===== config.mk =====
export PLATFORM = sky130hd
export DESIGN_NAME = mcop_front
export DESIGN_NICKNAME = d
export VERILOG_FILES = /design/src/rtl/core/mcop_pkg.sv /design/src/rtl/core/mcop_front.sv
export SDC_FILE = /design/constraint.sdc
export NUM_CORES = 1
export LEC_CHECK = 0
export BUFFER_PORTS_ARGS = -buffer_cell sky130_fd_sc_hd__buf_2
export CAP_MARGIN = 20
export CORE_AREA = 2 2 204 206
export CTS_CLUSTER_SIZE = 10
export DETAILED_ROUTE_END_ITERATION = 10
export DIE_AREA = 0 0 206 208
export PLACE_DENSITY = 0.63
export REMOVE_ABC_BUFFERS = 1
export SETUP_SLACK_MARGIN = 0.5
export SLEW_MARGIN = 5
export SYNTH_ARGS = -nofsm -noshare
export SYNTH_HDL_FRONTEND = slang
export SYNTH_SLANG_ARGS = --single-unit

===== constraint.sdc =====
create_clock -name clk -period 14.3 [get_ports clk]
set_clock_uncertainty 0.1 [all_clocks]
set_input_delay 0.715 -clock clk [delete_from_list [all_inputs] [get_ports clk]]
set_output_delay 0.715 -clock clk [all_outputs]
set_load 0.01 [all_outputs]

===== src/rtl/core/mcop_pkg.sv =====
// Shared types, constants and the exp table generator for the option pricer.
// Used by every module in rtl/core except mcop_checker; depends on nothing.
package mcop_pkg;

    localparam int FRAC_BITS_DEF   = 16;
    localparam int EXP_ENTRIES_DEF = 256;
    localparam int SAMPLE_FRAC     = 12;
    localparam int X_W             = 40;
    localparam int QUEUE_DEPTH     = 4;

    localparam logic [30:0] LOG2E_Q30    = 31'd1549082005;
    localparam logic [29:0] LN2_Q30      = 30'd744261118;
    localparam logic [30:0] ONE_Q30      = 31'd1073741824;
    localparam logic [31:0] PRICE_MAX    = 32'hFFFF_FFFF;
    localparam logic [19:0] RECIP6       = 20'd699051;
    localparam int          RECIP6_SHIFT = 22;

    typedef enum logic [2:0] {
        CFG_SPOT      = 3'd0,
        CFG_STRIKE    = 3'd1,
        CFG_DRIFT     = 3'd2,
        CFG_DIFFUSION = 3'd3,
        CFG_SCALE     = 3'd4,
        CFG_COUNT     = 3'd5
    } cfg_index_t;

    typedef enum logic [1:0] {
        CLS_NORMAL = 2'd0,
        CLS_HIGH   = 2'd1,
        CLS_LOW    = 2'd2
    } path_class_t;

    typedef struct packed {
        path_class_t             cls;
        logic signed [X_W-1:0]   x;
    } path_item_t;

    typedef struct packed {
        logic [31:0] spot;
        logic [31:0] strike;
        logic [31:0] drift;
        logic [31:0] diffusion;
        logic [63:0] scale;
        logic [31:0] count;
    } pricer_cfg_t;

    // 2^(idx/2^log_entries) in Q2.30 by a 15-term Taylor series
    function automatic logic [31:0] exp_entry(int unsigned idx, int unsigned log_entries);
        logic [63:0] w;
        logic [63:0] term;
        logic [63:0] sum;
        w    = (64'(idx) * 64'(LN2_Q30)) >> log_entries;
        term = 64'(ONE_Q30);
        sum  = 64'(ONE_Q30);
        for (int k = 1; k <= 14; k++) begin
            term = ((term * w) >> 30) / 64'(k);
            sum  = sum + term;
        end
        return sum[31:0];
    endfunction

endpackage


===== src/rtl/core/mcop_front.sv =====
// Front end: takes samples, forms the exponent argument and classifies it.
// Depends on mcop_pkg.
module mcop_front #(
    parameter int FRAC_BITS = mcop_pkg::FRAC_BITS_DEF
) (
    input  logic                 clk,
    input  logic                 rst_n,
    input  logic                 in_valid,
    output logic                 in_ready,
    input  logic signed [15:0]   normal_sample,
    input  logic [31:0]          drift,
    input  logic [31:0]          diffusion,
    output logic                 push,
    output mcop_pkg::path_item_t push_item,
    input  logic                 full
);
    import mcop_pkg::*;

    localparam logic signed [X_W-1:0] LIM = X_W'(32) <<< FRAC_BITS;

    logic                stage_valid_reg, stage_valid_next;
    logic signed [15:0]  sample_reg;
    logic signed [48:0]  prod_w;
    logic signed [X_W-1:0] x_w;

    assign push     = stage_valid_reg && !full;
    assign in_ready = !stage_valid_reg || !full;

    assign prod_w = $signed({17'b0, diffusion}) * 49'(sample_reg);
    assign x_w    = X_W'(prod_w >>> SAMPLE_FRAC) + X_W'($signed(drift));

    always_comb
    begin
        push_item.x = x_w;
        priority if (x_w > LIM)
            push_item.cls = CLS_HIGH;
        else if (x_w < -LIM)
            push_item.cls = CLS_LOW;
        else
            push_item.cls = CLS_NORMAL;
    end

    always_comb
    begin
        stage_valid_next = stage_valid_reg;
        if (in_valid && in_ready)
            stage_valid_next = 1'b1;
        else if (push)
            stage_valid_next = 1'b0;
    end

    always_ff @(posedge clk or negedge rst_n)
    begin
        if (!rst_n)
            stage_valid_reg <= 1'b0;
        else
            stage_valid_reg <= stage_valid_next;
    end

    always_ff @(posedge clk)
    begin
        if (in_valid && in_ready)
            sample_reg <= normal_sample;
    end

endmodule


==> flow_metrics.env <==
export IMPL_rsz0062_at_grt="false"
export IMPL_drtIter0Drc=727
export IMPL_die_area_um2=42800
export IMPL_end_kind="output pin"
export IMPL_vias=15300
export IMPL_grt_pass1_vias=16300
export IMPL_whs_ns=0.137
export IMPL_drtPass1Iterations=7
export IMPL_min_period_ns=10.89
export IMPL_post_cts_buffers=0
export IMPL_final_max_slew_viol_count=0
export IMPL_grt_pass1_wl_um=84800
export IMPL_met2_usage_pct=46.0
export IMPL_wl_um=52000
export IMPL_maxCapViolations=0
export IMPL_crit_arrival_ns=10.08
export IMPL_finalSetupViolCount=0
export IMPL_grtUsageMet3_pct=1.10
export IMPL_coreArea_um2=40600
export IMPL_clock_sinks=17
export IMPL_wl_per_cell_um=18.2
export IMPL_path_max_fanout=20
export IMPL_synth_cell_types=71
export IMPL_grt_max_degree=33
export IMPL_synth_commonest_cells="inv_1, fa_1, nand2_1"
export IMPL_yosys_area_top_type="fa_1"
export IMPL_synthesis_instances=2283
export IMPL_grt_overflow=0
export IMPL_track_usage_pct=24.9
export IMPL_status="completed"
export IMPL_crit_path_frequent_cell="fa_1"
export IMPL_h_tree_depth=1
export IMPL_min_path_type="primary input to asynchronous set/reset pin"
export IMPL_synth_area_um2=19300
export IMPL_clock_latency_ns=0.24
export IMPL_gr_usage_met1_pct=31.8
export IMPL_fin_setup_tns_ns=0
export IMPL_ys_warn_count=0
export IMPL_fp_dieW_um=206
export IMPL_start_util_pct=47.6
export IMPL_max_slew_margin_pct=37.2
export IMPL_synth_edf_count=16
export IMPL_fmax_mhz=91.8
export IMPL_syn_avg_cell_area_um2=8.46
export IMPL_period_share_pct=76.2
export IMPL_worstSetupPathType="register to output pin"
export IMPL_hpwl_um=41600
export IMPL_synthMostInstantiatedCell="inv_1"
export IMPL_fin_area_um2=20400
export IMPL_cp_required_ns=13.49
export IMPL_yosys_top_cells_area="fa_1, ha_1, inv_1"
export IMPL_viasPerCell=5.34
export IMPL_drc=0
export IMPL_timing_final_ws_setup_ns=3.41
export IMPL_num_io_pins=128
export IMPL_async_flop_share_pct=5.88
export IMPL_cp_slowest_stage_delay_ns=0.79
export IMPL_tritoncts="done"
export IMPL_synth_seq_cells=17
export IMPL_syn2layout_area_growth_pct=5.58
export IMPL_ys_flop_type="edfxtp_1"
export IMPL_start_kind="register"
export IMPL_synth_top_cell_area_share_pct=43.3
export IMPL_largest_register_ffs=16
export IMPL_grt_busiest_layer="met2"
export IMPL_place_area_um2=20300
export IMPL_slowest_stage="edfxtp_1"
export IMPL_antenna_found_initial=0
export IMPL_ctsRootBufferMaster="clkbuf_16"
export IMPL_hold_viol=0
export IMPL_n_antenna_cell=0
export IMPL_fp_dieH_um=208
export IMPL_clkTransAtPathRegs_ns=0.06
export IMPL_numCtsBuffers=3
export IMPL_drive_above_1_share_pct=7.30
export IMPL_post_place_ws_ns=3.73
export IMPL_gp_congestion=0.880
export IMPL_cts_resized_gates=0
export IMPL_worstMarginPinSlew_ns=0.941
export IMPL_port_buffers=127
export IMPL_clockBufferDepth=2
export IMPL_seq_area_frac_synth_pct=2.62
export IMPL_ant_nets=0
export IMPL_nets=3020
export IMPL_ctsHoldBuffers=0
export IMPL_rows=74
layer usage:
metal | part of all wire (%) | routed length [um]
met1 | 41 | 21100
met2 | 53 | 27400
met5 | 0 | 0
met4 | 2.9 | 1500
met3 | 3.9 | 2010
critical path: cells and delay by family (launching register included):
family / cells / cell delay, ns
adder cells (fa/ha/maj): 8 / 3.69
AO/OA/AOI/OAI: 9 / 1.88
XOR/XNOR: 2 / 0.31
AND/OR/NAND/NOR: 8 / 2.22
buffers and inverters: 4 / 0.91
flip-flops: 1 / 0.79
metrics by stage:
stage / util, % / instances
floorplan: - / 2183
finish: 50.3 / 2861
detailed placement: 50.1 / 2857
global route: 50.3 / 2861
global placement: 50.1 / 2857
CTS: 50.3 / 2861
final cells by class:
| class | count | area (um^2) |
|---|---|---|
| timing repair buffer | 142 | 748 |
| multi-input combinational | 1621 | 16400 |
| fill | 3996 | 20200 |
| sequential | 17 | 505 |
| tap | 532 | 666 |
| inverter | 545 | 2050 |
| clock buffer | 4 | 78.8 |
final timing paths:
| check | startpoint | to | slack, ns | cells after the start |
|---|---|---|---|---|
| min in group clk | stage_valid_reg$_DFFE_PN0P_ | stage_valid_reg$_DFFE_PN0P_ | 0.41 | 2 |
| worst min register to register | stage_valid_reg$_DFFE_PN0P_ | stage_valid_reg$_DFFE_PN0P_ | 0.41 | 2 |
| worst min-delay path | rst_n | stage_valid_reg$_DFFE_PN0P_ | 0.14 | 1 |
| worst max register to register | stage_valid_reg$_DFFE_PN0P_ | sample_reg[12]$_DFFE_PP_ | 12.71 | 2 |
| worst max-delay path | sample_reg[15]$_DFFE_PP_ | push_item[40] | 3.41 | 31 |
| max in group asynchronous | rst_n | stage_valid_reg$_DFFE_PN0P_ | 13.88 | 1 |
placed cells by master (no fill, tap or decap), types with 4 or more instances in the layout:
master and n:
a211o_1 5, a211oi_1 10, a21o_1 35, a21oi_1 75, a221oi_1 4, a31oi_1 9
and2_1 178, and3_1 9, and4_1 6, buf_2 127, buf_4 15, edfxtp_1 16
fa_1 418, ha_1 188, inv_1 545, nand2_1 359, nand2b_1 17, nand3_1 14
nand4_1 19, nor2_1 54, nor2b_1 12, nor3_1 12, nor4_1 6, o211ai_1 11
o21a_1 8, o21ai_0 32, o21ai_1 4, o21bai_1 7, or2_2 4, or3_1 6
xnor2_1 42, xor2_1 27
cell families after synthesis:
group,after synthesis,synth area share (%)
AOI/OAI and AO/OA,238,8.41
xor gates and xnor gates,69,3.13
adders and majority gates,606,55.5
buffers and inverters,645,12.7
DFF,17,2.62
and+or+nand+nor,708,17.6
Power is left out: the tool's default activity adds up to more than one toggle a clock period on the data nets, which glitch-free logic cannot reach.
