File: config.mk
export PLATFORM = sky130hd
export DESIGN_NAME = mcop_queue
export DESIGN_NICKNAME = d
export VERILOG_FILES = /design/src/rtl/core/mcop_pkg.sv /design/src/rtl/core/mcop_queue.sv
export SDC_FILE = /design/constraint.sdc
export NUM_CORES = 1
export LEC_CHECK = 0
export BUFFER_PORTS_ARGS = -buffer_cell sky130_fd_sc_hd__buf_2
export CORE_MARGIN = 8
export CORE_UTILIZATION = 61
export DETAILED_ROUTE_END_ITERATION = 8
export GPL_TIMING_DRIVEN = 0
export PLACE_DENSITY = 0.9
export SYNTH_ARGS = -nofsm -noshare
export SYNTH_HDL_FRONTEND = slang
export SYNTH_SLANG_ARGS = --single-unit
File: constraint.sdc
create_clock -name clk -period 5.15 [get_ports clk]
set_input_delay 0.2575 -clock clk [delete_from_list [all_inputs] [get_ports clk]]
set_output_delay 0.2575 -clock clk [all_outputs]
set_load 0.005 [all_outputs]
File: src/rtl/core/mcop_pkg.sv
// Shared types, constants and the exp table generator for the option pricer.
// Used by every module in rtl/core except mcop_checker; depends on nothing.
package mcop_pkg;

    localparam int FRAC_BITS_DEF   = 16;
    localparam int EXP_ENTRIES_DEF = 256;
    localparam int SAMPLE_FRAC     = 12;
    localparam int X_W             = 40;
    localparam int QUEUE_DEPTH     = 4;

    localparam logic [30:0] LOG2E_Q30    = 31'd1549082005;
    localparam logic [29:0] LN2_Q30      = 30'd744261118;
    localparam logic [30:0] ONE_Q30      = 31'd1073741824;
    localparam logic [31:0] PRICE_MAX    = 32'hFFFF_FFFF;
    localparam logic [19:0] RECIP6       = 20'd699051;
    localparam int          RECIP6_SHIFT = 22;

    typedef enum logic [2:0] {
        CFG_SPOT      = 3'd0,
        CFG_STRIKE    = 3'd1,
        CFG_DRIFT     = 3'd2,
        CFG_DIFFUSION = 3'd3,
        CFG_SCALE     = 3'd4,
        CFG_COUNT     = 3'd5
    } cfg_index_t;

    typedef enum logic [1:0] {
        CLS_NORMAL = 2'd0,
        CLS_HIGH   = 2'd1,
        CLS_LOW    = 2'd2
    } path_class_t;

    typedef struct packed {
        path_class_t             cls;
        logic signed [X_W-1:0]   x;
    } path_item_t;

    typedef struct packed {
        logic [31:0] spot;
        logic [31:0] strike;
        logic [31:0] drift;
        logic [31:0] diffusion;
        logic [63:0] scale;
        logic [31:0] count;
    } pricer_cfg_t;

    // 2^(idx/2^log_entries) in Q2.30 by a 15-term Taylor series
    function automatic logic [31:0] exp_entry(int unsigned idx, int unsigned log_entries);
        logic [63:0] w;
        logic [63:0] term;
        logic [63:0] sum;
        w    = (64'(idx) * 64'(LN2_Q30)) >> log_entries;
        term = 64'(ONE_Q30);
        sum  = 64'(ONE_Q30);
        for (int k = 1; k <= 14; k++) begin
            term = ((term * w) >> 30) / 64'(k);
            sum  = sum + term;
        end
        return sum[31:0];
    endfunction

endpackage

File: src/rtl/core/mcop_queue.sv
// Short queue of classified paths between front and back end.
// Depends on mcop_pkg.
module mcop_queue #(
    parameter int DEPTH = mcop_pkg::QUEUE_DEPTH
) (
    input  logic                 clk,
    input  logic                 rst_n,
    input  logic                 push,
    input  mcop_pkg::path_item_t wr_item,
    input  logic                 pop,
    output mcop_pkg::path_item_t rd_item,
    output logic                 full,
    output logic                 empty
);
    import mcop_pkg::*;

    localparam int PW = $clog2(DEPTH);
    localparam int CW = $clog2(DEPTH + 1);

    path_item_t      slot_reg [DEPTH];
    logic [PW-1:0]   wr_ptr_reg, wr_ptr_next;
    logic [PW-1:0]   rd_ptr_reg, rd_ptr_next;
    logic [CW-1:0]   count_reg, count_next;

    assign full    = (count_reg == CW'(DEPTH));
    assign empty   = (count_reg == '0);
    assign rd_item = slot_reg[rd_ptr_reg];

    always_comb
    begin
        wr_ptr_next = wr_ptr_reg;
        rd_ptr_next = rd_ptr_reg;
        count_next  = count_reg;
        if (push)
            wr_ptr_next = (wr_ptr_reg == PW'(DEPTH - 1)) ? '0 : wr_ptr_reg + PW'(1);
        if (pop)
            rd_ptr_next = (rd_ptr_reg == PW'(DEPTH - 1)) ? '0 : rd_ptr_reg + PW'(1);
        if (push && !pop)
            count_next = count_reg + CW'(1);
        else if (pop && !push)
            count_next = count_reg - CW'(1);
    end

    always_ff @(posedge clk or negedge rst_n)
    begin
        if (!rst_n)
        begin
            wr_ptr_reg <= '0;
            rd_ptr_reg <= '0;
            count_reg  <= '0;
        end
        else
        begin
            wr_ptr_reg <= wr_ptr_next;
            rd_ptr_reg <= rd_ptr_next;
            count_reg  <= count_next;
        end
    end

    always_ff @(posedge clk)
    begin
        if (push)
            slot_reg[wr_ptr_reg] <= wr_item;
    end

endmodule

==> key figures, run 1 <==
Worst setup path
  • Crit-path max cell delay: 0.54 ns
  • Crit path to: rd_item[4]
  • Reg2reg path depth: 4
  • Worst-path cell chain: buf_6 > buf_12 > mux4_2 > buf_2
  • CP endpoint kind: output port
  • Worst path required time: 4.89 ns
  • R2r setup slk: 3.39 ns
  • R2r startpoint: wr_ptr_reg[0]
  • CP Launch Point: rd_ptr_reg[0]
  • Setup CP Type: flip-flop to output port
  • Reg-to-Reg End: slot_reg[2][6]
  • Slowest-stage cell, CP: mux4_2
  • CP Max Fanout: 10
  • CP arrival: around 1.9 ns
  • Startpoint Class: flip-flop

Run status
  • Status: complete, no violations

Timing
  • RSZ-0062 raised after global routing: no
  • Min Tclk post-route: 2.19 ns
  • Final hold slack: 0.0250 ns
  • Final hold violations: 0
  • TNS Setup: 0 ns
  • Slew HR: 59.9%
  • Final setup fails: 0
  • Fin crit share: 42.5%
  • Highest clock rate: 0.457 GHz
  • Final Max Tran Viols: 0
  • Slew @ Worst Pin: 0.601 ns
  • Setup clock skew after layout: 0.00784 ns

Floorplanning
  • Height of the die: 119 um
  • Core Region: 10400 um^2
  • Die area: 14300 um^2
  • I/O Pins: 90
  • Die span in x: 119 um
  • Initial Util: 63.0%
  • Row count: 37

Global routing
  • Initial antenna violation count: 0
  • Grt total ovfl: 0
  • First-pass GRT wire length: roughly 19 mm
  • Largest net degree at the start of global routing: 26
  • GRT Overall Usage: 17.7%
  • Vias in the first global route: 3456

Synth
  • Area leader, netlist: edfxtp_1
  • Top post-synthesis cells by area: edfxtp_1 77%, mux4_2 13%, dfrtp_1 2.7%
  • Synthesized Nets: 310
  • Synth top area share: approximately 77%
  • Avg Cell Area, Syn: 25.4 um^2
  • Register bit total from synthesis: between 150 and 200
  • Post-Synthesis Cells: 257
  • Synth cell types: 19
  • YS warnings: 0
  • Sequential share of the synthesized area: between 70 and 80%
  • Mapped Area: 6530 um^2

Placed design
  • RePlAce Congestion: 0.639
  • Placed insts: 486
  • Hpwl dp: 7.38 mm
  • Port bufs: 89

Clocking
  • Clock slew at reported path FFs: 0.07 ns
  • CTS sink cnt: 175
  • CTS tree: yes
  • Latest clock arrival within the worst-skew pair: 0.51 ns
  • Clk buf depth: 2
  • Post-CTS Resized: 0
  • Root Buffer Master: clkbuf_8
  • H-tree levels: 4
  • Setup bufs post-CTS: 0
  • Num CTS Buffers: 17
  • Cts hold-fix bufs: 43

Power
  • Leakage: 2.92 nW
  • Pwr per Cell Area: 528 nW/um^2
  • Peak supply drop: 0.000310 V

Route
  • DRC Markers: 0
  • Top sig layer: met4
  • DRT Pass-1 Iters: 4
  • Routed met3 length: just under 800 um
  • Via Count: 3097
  • Final WL: between 10 and 15 mm
  • Vias per cell: 5.52
  • Final antenna-violating net count: 0
  • Wire per inst: between 20 and 25 um
  • Metal-1 WL: between 4 and 5 mm
  • Initial drt markers: 264
  • Met2 WL: 6.37 mm

Finish
  • Non-Filler Instances: 561
  • Share of layout cells above drive strength 1: 40.7%
  • Max reg flops: 168
  • Inserted Diodes: 0
  • Total Nets Final: between 400 and 500
  • P&R area growth vs syn: 26.0%

Min path
  • Hold Path Class: input port to flip-flop

Flow run
  • Max-Cap Viols: 0
-- cell usage in the layout (no fill, tap or decap), types with 4 or more instances in the layout --
| cell | netlist | layout |
|---|---|---|
| edfxtp_1 | 168 | 168 |
| buf_2 | 5 | 94 |
| dlygate4sd3_1 | 0 | 43 |
| mux4_2 | 38 | 38 |
| clkbuf_16 | 0 | 16 |
| buf_12 | 4 | 8 |
| dfrtp_1 | 7 | 7 |
| ha_1 | 6 | 6 |
| clkbuf_1 | 0 | 5 |
| inv_1 | 4 | 4 |
| and2_2 | 0 | 4 |
| mux4_1 | 4 | 4 |
| clkinvlp_4 | 0 | 4 |
-- Yosys cell counts --
cell	count
xnor2_1	1
mux4_2	38
o21ai_0	2
nor3_1	1
mux4_1	4
dfrtp_1	7
nand2_1	2
ha_1	6
buf_6	1
and2_1	4
xor2_1	2
nor2_1	3
inv_1	4
edfxtp_1	168
nor3b_1	1
buf_2	5
buf_12	4
fa_1	1
mux2_2	3
-- power by group --
part	internal, W	switching [W]	leakage [nW]
Combinational	0.000651	0.000577	1.03
Sequential	0.00183	0.0000754	1.63
Clock	0.000737	0.000480	0.261
-- routing by layer --
layer | GRT usage [%] | up-vias
li1 | - | 1400
met1 | 19.5 | 1574
met3 | 5.77 | 15
met5 | 0 | -
met4 | 7.81 | 0
met2 | 30.8 | 108
-- critical path, delay by kind of cell (launching register included) --
kind	cells	cell delay [ns]
mux	1	0.54
buf+inv	3	0.51
flops	1	0.37
-- worst min-delay path by stage --
stage / from / end / slack (ns) / cells after the start
6_report: pop / rd_ptr_reg[1] / 0.03 / 2
5_1_grt: pop / rd_ptr_reg[1] / 0.007 / 2
4_1_cts: pop / rd_ptr_reg[1] / 0.0009 / 2
3_5_place_dp: rst_n / count_reg[2] / 0.10 / 1
3_3_place_gp: rst_n / rd_ptr_reg[1] / 0.1 / 1
2_1_floorplan: rst_n / count_reg[0] / -0.04 / 0
-- logic make-up (layout without fill, tap and decap cells) --
kind of cell | Yosys count | after routing | share of synthesized area, %
compound gates | 2 | 2 | 0.153
xor+xnor | 3 | 3 | 0.402
fa+ha+maj | 7 | 7 | 1.46
buf+inv | 14 | 182 | 2.01
flops | 175 | 175 | 79.9
mux | 45 | 45 | 15.2
simple gates | 11 | 11 | 0.862
-- per-stage QoR --
step	setup slack [ns]	cell area [um^2]	total power, W	utilization, %
2_1_floorplan	3.11	6530	0.00268	-
5_1_grt	2.88	8230	0.00454	79.4
3_5_place_dp	3.34	7230	0.00315	69.8
6_report	2.96	8230	0.00435	79.4
4_1_cts	2.92	8230	0.00439	79.4
3_3_place_gp	2.40	7150	0.00309	68.9
-- cell type report --
class	instances	area, um^2
Tap cell	136	170
Clock inverter	10	136
Buffer	10	116
Sequential cell	175	5220
Timing Repair Buffer	136	956
Fill cell	515	2140
Multi-Input combinational cell	68	1190
Inverter	4	15.0
Clock buffer	22	433
(Power assumes the default switching activity.)
==> run 2, diff against run 1 <==
--- a/config.mk
+++ b/config.mk
@@ -7,10 +7,10 @@
 export LEC_CHECK = 0
 export BUFFER_PORTS_ARGS = -buffer_cell sky130_fd_sc_hd__buf_2
 export CORE_MARGIN = 8
-export CORE_UTILIZATION = 61
+export CORE_UTILIZATION = 57
 export DETAILED_ROUTE_END_ITERATION = 8
 export GPL_TIMING_DRIVEN = 0
-export PLACE_DENSITY = 0.9
+export PLACE_DENSITY = 0.85
 export SYNTH_ARGS = -nofsm -noshare
 export SYNTH_HDL_FRONTEND = slang
 export SYNTH_SLANG_ARGS = --single-unit
==> constraint.sdc (replaced) <==
create_clock -name clk -period 2.2 [get_ports clk]
set_input_delay 0.11 -clock clk [delete_from_list [all_inputs] [get_ports clk]]
set_output_delay 0.11 -clock clk [all_outputs]
set_load 0.005 [all_outputs]
==> key figures, run 2 (synthesis results as in run 1) <==
Floorplanning
  • I/O Pins: 90
  • Core Region: approximately 11000 um^2
  • Die area: 15100 um^2
  • Initial Util: just under 60%
  • Row count: 39
  • Height of the die: 123 um
  • Die span in x: 123 um

Clocking
  • H-tree levels: 4
  • Num CTS Buffers: 17
  • CTS tree: yes
  • Setup bufs post-CTS: 0
  • Root Buffer Master: clkbuf_16
  • Clk buf depth: 2
  • Latest clock arrival within the worst-skew pair: 0.43 ns
  • CTS sink cnt: 175
  • Clock slew at reported path FFs: 0.06 ns

Timing
  • Fin crit share: between 80 and 90%
  • Final setup fails: 0
  • Setup clock skew after layout: roughly 0.012 ns
  • Highest clock rate: 0.514 GHz
  • Slew HR: 59.5%
  • Min Tclk post-route: 1.95 ns
  • RSZ-0062 raised after global routing: no
  • Final Max Tran Viols: 0
  • Slew @ Worst Pin: 0.608 ns
  • Final hold slack: between 0.05 and 0.06 ns
  • Final hold violations: 0
  • Worst setup margin: 0.254 ns

Finish
  • Most common cell after layout, fill and taps aside: edfxtp_1
  • Inserted Diodes: 0
  • Final core utilization: ~73%
  • Share of layout cells above drive strength 1: 41.7%
  • P&R area growth vs syn: 26.7%
  • Post-Layout Inst Area: just over 8000 um^2
  • Fillers: 649
  • Commonest non-fill, non-tap cells in the layout: 168 x edfxtp_1, 94 x buf_2, 45 x dlygate4sd3_1, 38 x mux4_2, 17 x clkbuf_16
  • Max reg flops: around 170
  • Total Nets Final: 467

Worst setup path
  • Slowest-stage cell, CP: mux4_2
  • CP bufs+invs: 3
  • Crit-path max cell delay: 0.53 ns
  • Setup CP Type: flip-flop to output port
  • Worst-path cell chain: buf_6 > buf_12 > mux4_2 > buf_2
  • Startpoint Class: flip-flop
  • CP endpoint kind: output port
  • CP arrival: 1.84 ns
  • Worst path required time: 2.09 ns
  • CP Max Fanout: 10
  • CP top delay family: multiplexers

Placed design
  • Total placed instance area: 7240 um^2
  • DP Worst Slack: 0.406 ns
  • Port bufs: 89
  • RePlAce Congestion: approximately 0.71
  • Hpwl dp: roughly 7 mm

Flow run
  • Max-Cap Viols: 0

Route
  • Wire per inst: roughly 21 um
  • Final antenna-violating net count: 0
  • Initial drt markers: slightly above 200
  • DRC Markers: 0
  • DRT Pass-1 Iters: 4
  • Final WL: 12.1 mm
  • Vias per cell: around 5.5
  • Via Count: 3152

Power
  • Combinational power share: 28.1%
  • Psw: roughly 0.0028 W
  • Pwr per Cell Area: 1240 nW/um^2
  • Switching Fraction: around 27%
  • Leakage: between 2 and 3 nW
  • Clock power share: 28.6%
  • Sequential power share: 43.3%
  • Peak supply drop: 0.000742 V
  • Int Pwr: 0.00750 W

Global routing
  • Vias in the first global route: between 3000 and 4000
  • Grt total ovfl: 0
  • First-pass GRT wire length: 18.7 mm
  • Largest net degree at the start of global routing: 27
  • GRT Overall Usage: 16.9%
  • Initial antenna violation count: 0

Run status
  • Status: complete, no violations

Min path
  • Hold Path Class: input port to async pin
run 2: repair_timing:
item / 4_1_cts / 5_1_grt
hold endpoints to repair: 179 / 0
resized for setup: 0 / 0
endpoints found under the setup margin: 0 / 0
hold buffers: 45 / 0
run 2: per-stage QoR:
step | TNS, ns | cells | power [W]
final | 0 | 570 | 0.0103
after global routing | 0 | 570 | 0.0107
after CTS | 0 | 570 | 0.0104
after detailed placement | 0 | 493 | 0.00738
after global placement | -94.09 | 489 | 0.00725
after floorplan | 0 | 257 | 0.00627
run 2: worst register-to-register path, delay by kind of cell, from the launching register on:
family | cells | cell delay (ns)
adders and majority gates | 1 | 0.14
DFF | 1 | 0.41
buffers and inverters | 2 | 0.38
and+or+nand+nor | 1 | 0.53
run 2: final timing paths:
check                      cells after the start               to  slack (ns)     startpoint
max in group asynchronous                      2    rd_ptr_reg[0]        1.98          rst_n
min in group clk                               2  slot_reg[3][14]        0.43    wr_item[14]
max                                            4      rd_item[11]        0.25  rd_ptr_reg[0]
min                                            2     count_reg[2]        0.06          rst_n
min reg2reg                                    1     count_reg[2]        0.49   count_reg[2]
max reg2reg                                    4  slot_reg[2][33]        0.42  wr_ptr_reg[0]
run 2: power by group through the flow:
stage | clock (W) | sequential, W | combinational [W]
6_report | 0.00293 | 0.00445 | 0.00289
4_1_cts | 0.00298 | 0.00445 | 0.00296
5_1_grt | 0.00310 | 0.00449 | 0.00314
2_1_floorplan | 0 | 0.00447 | 0.00180
3_5_place_dp | 0 | 0.00451 | 0.00287
3_3_place_gp | 0 | 0.00451 | 0.00275
run 2: per-layer routing:
metal	part of all wire, %	GRT usage [%]
met3	6.3	4.79
met2	53	29.4
met1	40	19.9
met5	0	0
met4	0.99	6.32
run 2: cell type report:
type                       instances  area, um^2  share of cell area, %
inverter                           4        15.0                  0.181
timing repair buffer             138         976                   11.8
clock buffer                      18         429                   5.19
sequential                       175        5220                   63.1
tap                              143         179                   2.16
clock inverter                    14         153                   1.84
multi-input combinational         68        1190                   14.3
buffer                            10         116                   1.41
==> run 3, diff against run 2 <==
--- a/config.mk
+++ b/config.mk
@@ -5,7 +5,7 @@
 export SDC_FILE = /design/constraint.sdc
 export NUM_CORES = 1
 export LEC_CHECK = 0
-export BUFFER_PORTS_ARGS = -buffer_cell sky130_fd_sc_hd__buf_2
+export BUFFER_PORTS_ARGS = -buffer_cell sky130_fd_sc_hd__buf_4
 export CORE_MARGIN = 8
 export CORE_UTILIZATION = 57
 export DETAILED_ROUTE_END_ITERATION = 8
==> key figures, run 3 (synthesis results as in run 1) <==
Run status
  • Status: complete, no violations

Placed design
  • DP Worst Slack: 0.422 ns
  • RePlAce Congestion: 0.687
  • Total placed instance area: 7470 um^2
  • Port bufs: 89
  • Hpwl dp: 7.14 mm

Clocking
  • Latest clock arrival within the worst-skew pair: 0.41 ns
  • Post-CTS Resized: 0
  • Clock slew at reported path FFs: 0.06 ns
  • CTS tree: yes
  • Clk buf depth: 2
  • Root Buffer Master: clkbuf_16
  • Num CTS Buffers: 17
  • CTS sink cnt: around 180
  • H-tree levels: 4

Floorplanning
  • I/O Pins: 90
  • Core Region: 11300 um^2
  • Initial Util: 57.7%
  • Height of the die: 123 um
  • Row count: 39
  • Die span in x: approximately 120 um
  • Die area: 15100 um^2

Worst setup path
  • Reg2reg path depth: 4
  • CP endpoint kind: output port
  • R2r startpoint: wr_ptr_reg[0]
  • R2r setup slk: between 0.4 and 0.5 ns
  • Worst path required time: 2.09 ns
  • Setup CP Type: flip-flop to output port
  • CP arrival: 1.83 ns
  • Slowest-stage cell, CP: mux4_2
  • Reg-to-Reg End: slot_reg[0][2]
  • Crit-path max cell delay: approximately 0.53 ns
  • Startpoint Class: flip-flop
  • Worst-path cell chain: buf_6 > buf_12 > mux4_2 > buf_4
  • CP Max Fanout: 10

Flow run
  • Max-Cap Viols: 0

Global routing
  • Vias in the first global route: about 3600
  • GRT Overall Usage: between 10% and 20%
  • Grt total ovfl: 0
  • Largest net degree at the start of global routing: 24
  • First-pass GRT wire length: roughly 18 mm
  • Initial antenna violation count: 0

Finish
  • Most common cell after layout, fill and taps aside: edfxtp_1
  • Max reg flops: 168
  • Multi-input gate area: between 1000 and 1500 um^2
  • FF/Latch Area: 5220 um^2
  • Share of layout cells above drive strength 1: between 40% and 50%
  • Post-Layout Inst Area: 8490 um^2
  • P&R area growth vs syn: 29.9%
  • Commonest non-fill, non-tap cells in the layout: 168 x edfxtp_1, 89 x buf_4, 45 x dlygate4sd3_1, 38 x mux4_2, 17 x clkbuf_16
  • Fillers: 604
  • Total Nets Final: 467

Timing
  • Final hold violations: 0
  • Min Tclk post-route: 1.94 ns
  • Slew @ Worst Pin: 0.608 ns
  • Final Max Tran Viols: 0
  • RSZ-0062 raised after global routing: no
  • Setup clock skew after layout: 0.0107 ns
  • Final setup fails: 0
  • Worst setup margin: between 0.2 and 0.3 ns
  • Highest clock rate: 0.515 GHz
  • Fin crit share: 88.2%
  • Final hold slack: roughly 0.095 ns
  • Slew HR: 59.5%

Power
  • Peak supply drop: ~0.00075 V
  • Pwr per Cell Area: 1240 nW/um^2
  • Leakage: between 3 and 4 nW

Route
  • Final WL: 11.9 mm
  • Via Count: approximately 3200
  • DRT Pass-1 Iters: 4
  • DRC Markers: 0
  • Wire per inst: 20.8 um
  • Final antenna-violating net count: 0
  • Initial drt markers: between 200 and 250
  • Vias per cell: 5.53

Min path
  • Hold Path Class: input port to async pin
-- run 3: layer usage --
metal / GRT usage (%) / vias up / part of all wire, %
met4: 6.47 / 0 / 1.3
met1: 19.7 / 1642 / 41
li1: - / 1402 / -
met5: 0 / - / 0
met3: 5.39 / 13 / 5.5
met2: 28.1 / 98 / 52
-- run 3: layout make-up --
cell class	count	share of cell area, %
Sequential cell	175	61.5
Tap cell	143	2.11
Clock buffer	18	5.06
Inverter	4	0.177
Timing Repair Buffer	138	14.1
Antenna cell	1	0.0295
Multi-Input combinational cell	68	14.0
Buffer	10	1.37
Clock inverter	14	1.65
-- run 3: critical path: cells and delay by family, from the launching register on --
kind / cells / cell delay, ns
multiplexers: 1 / 0.53
buffers and inverters: 3 / 0.52
flip-flops: 1 / 0.37
-- run 3: worst max path at each step --
stage	from	to	slack (ns)	cells after the start
CTS	rd_ptr_reg[0]	rd_item[6]	0.22	4
detailed placement	wr_ptr_reg[0]	slot_reg[2][13]	0.42	4
global route	rd_ptr_reg[0]	rd_item[40]	0.17	4
finish	rd_ptr_reg[0]	rd_item[8]	0.26	4
floorplan	wr_ptr_reg[0]	slot_reg[0][0]	0.16	3
global placement	wr_ptr_reg[0]	slot_reg[0][5]	-0.59	3
-- run 3: where the power goes --
group | switching, W | internal [W] | total [W]
Combinational | 0.00139 | 0.00181 | 0.00320
Sequential | 0.000164 | 0.00428 | 0.00445
Clock | 0.00119 | 0.00167 | 0.00286
Total | 0.00275 | 0.00776 | 0.0105
-- run 3: stage by stage --
step           cells  setup TNS [ns]  util [%]  power [W]
4_1_cts          570               0      75.0     0.0106
2_1_floorplan    257               0         -    0.00627
5_1_grt          570               0      75.0     0.0110
3_3_place_gp     489          -93.69      65.2    0.00757
6_report         571               0      75.0     0.0105
3_5_place_dp     493               0      65.9    0.00769
-- run 3: what timing repair did --
action | CTS | global route
hold buffers | 45 | 0
setup buffers | 0 | 0
hold endpoints to repair | 179 | 0
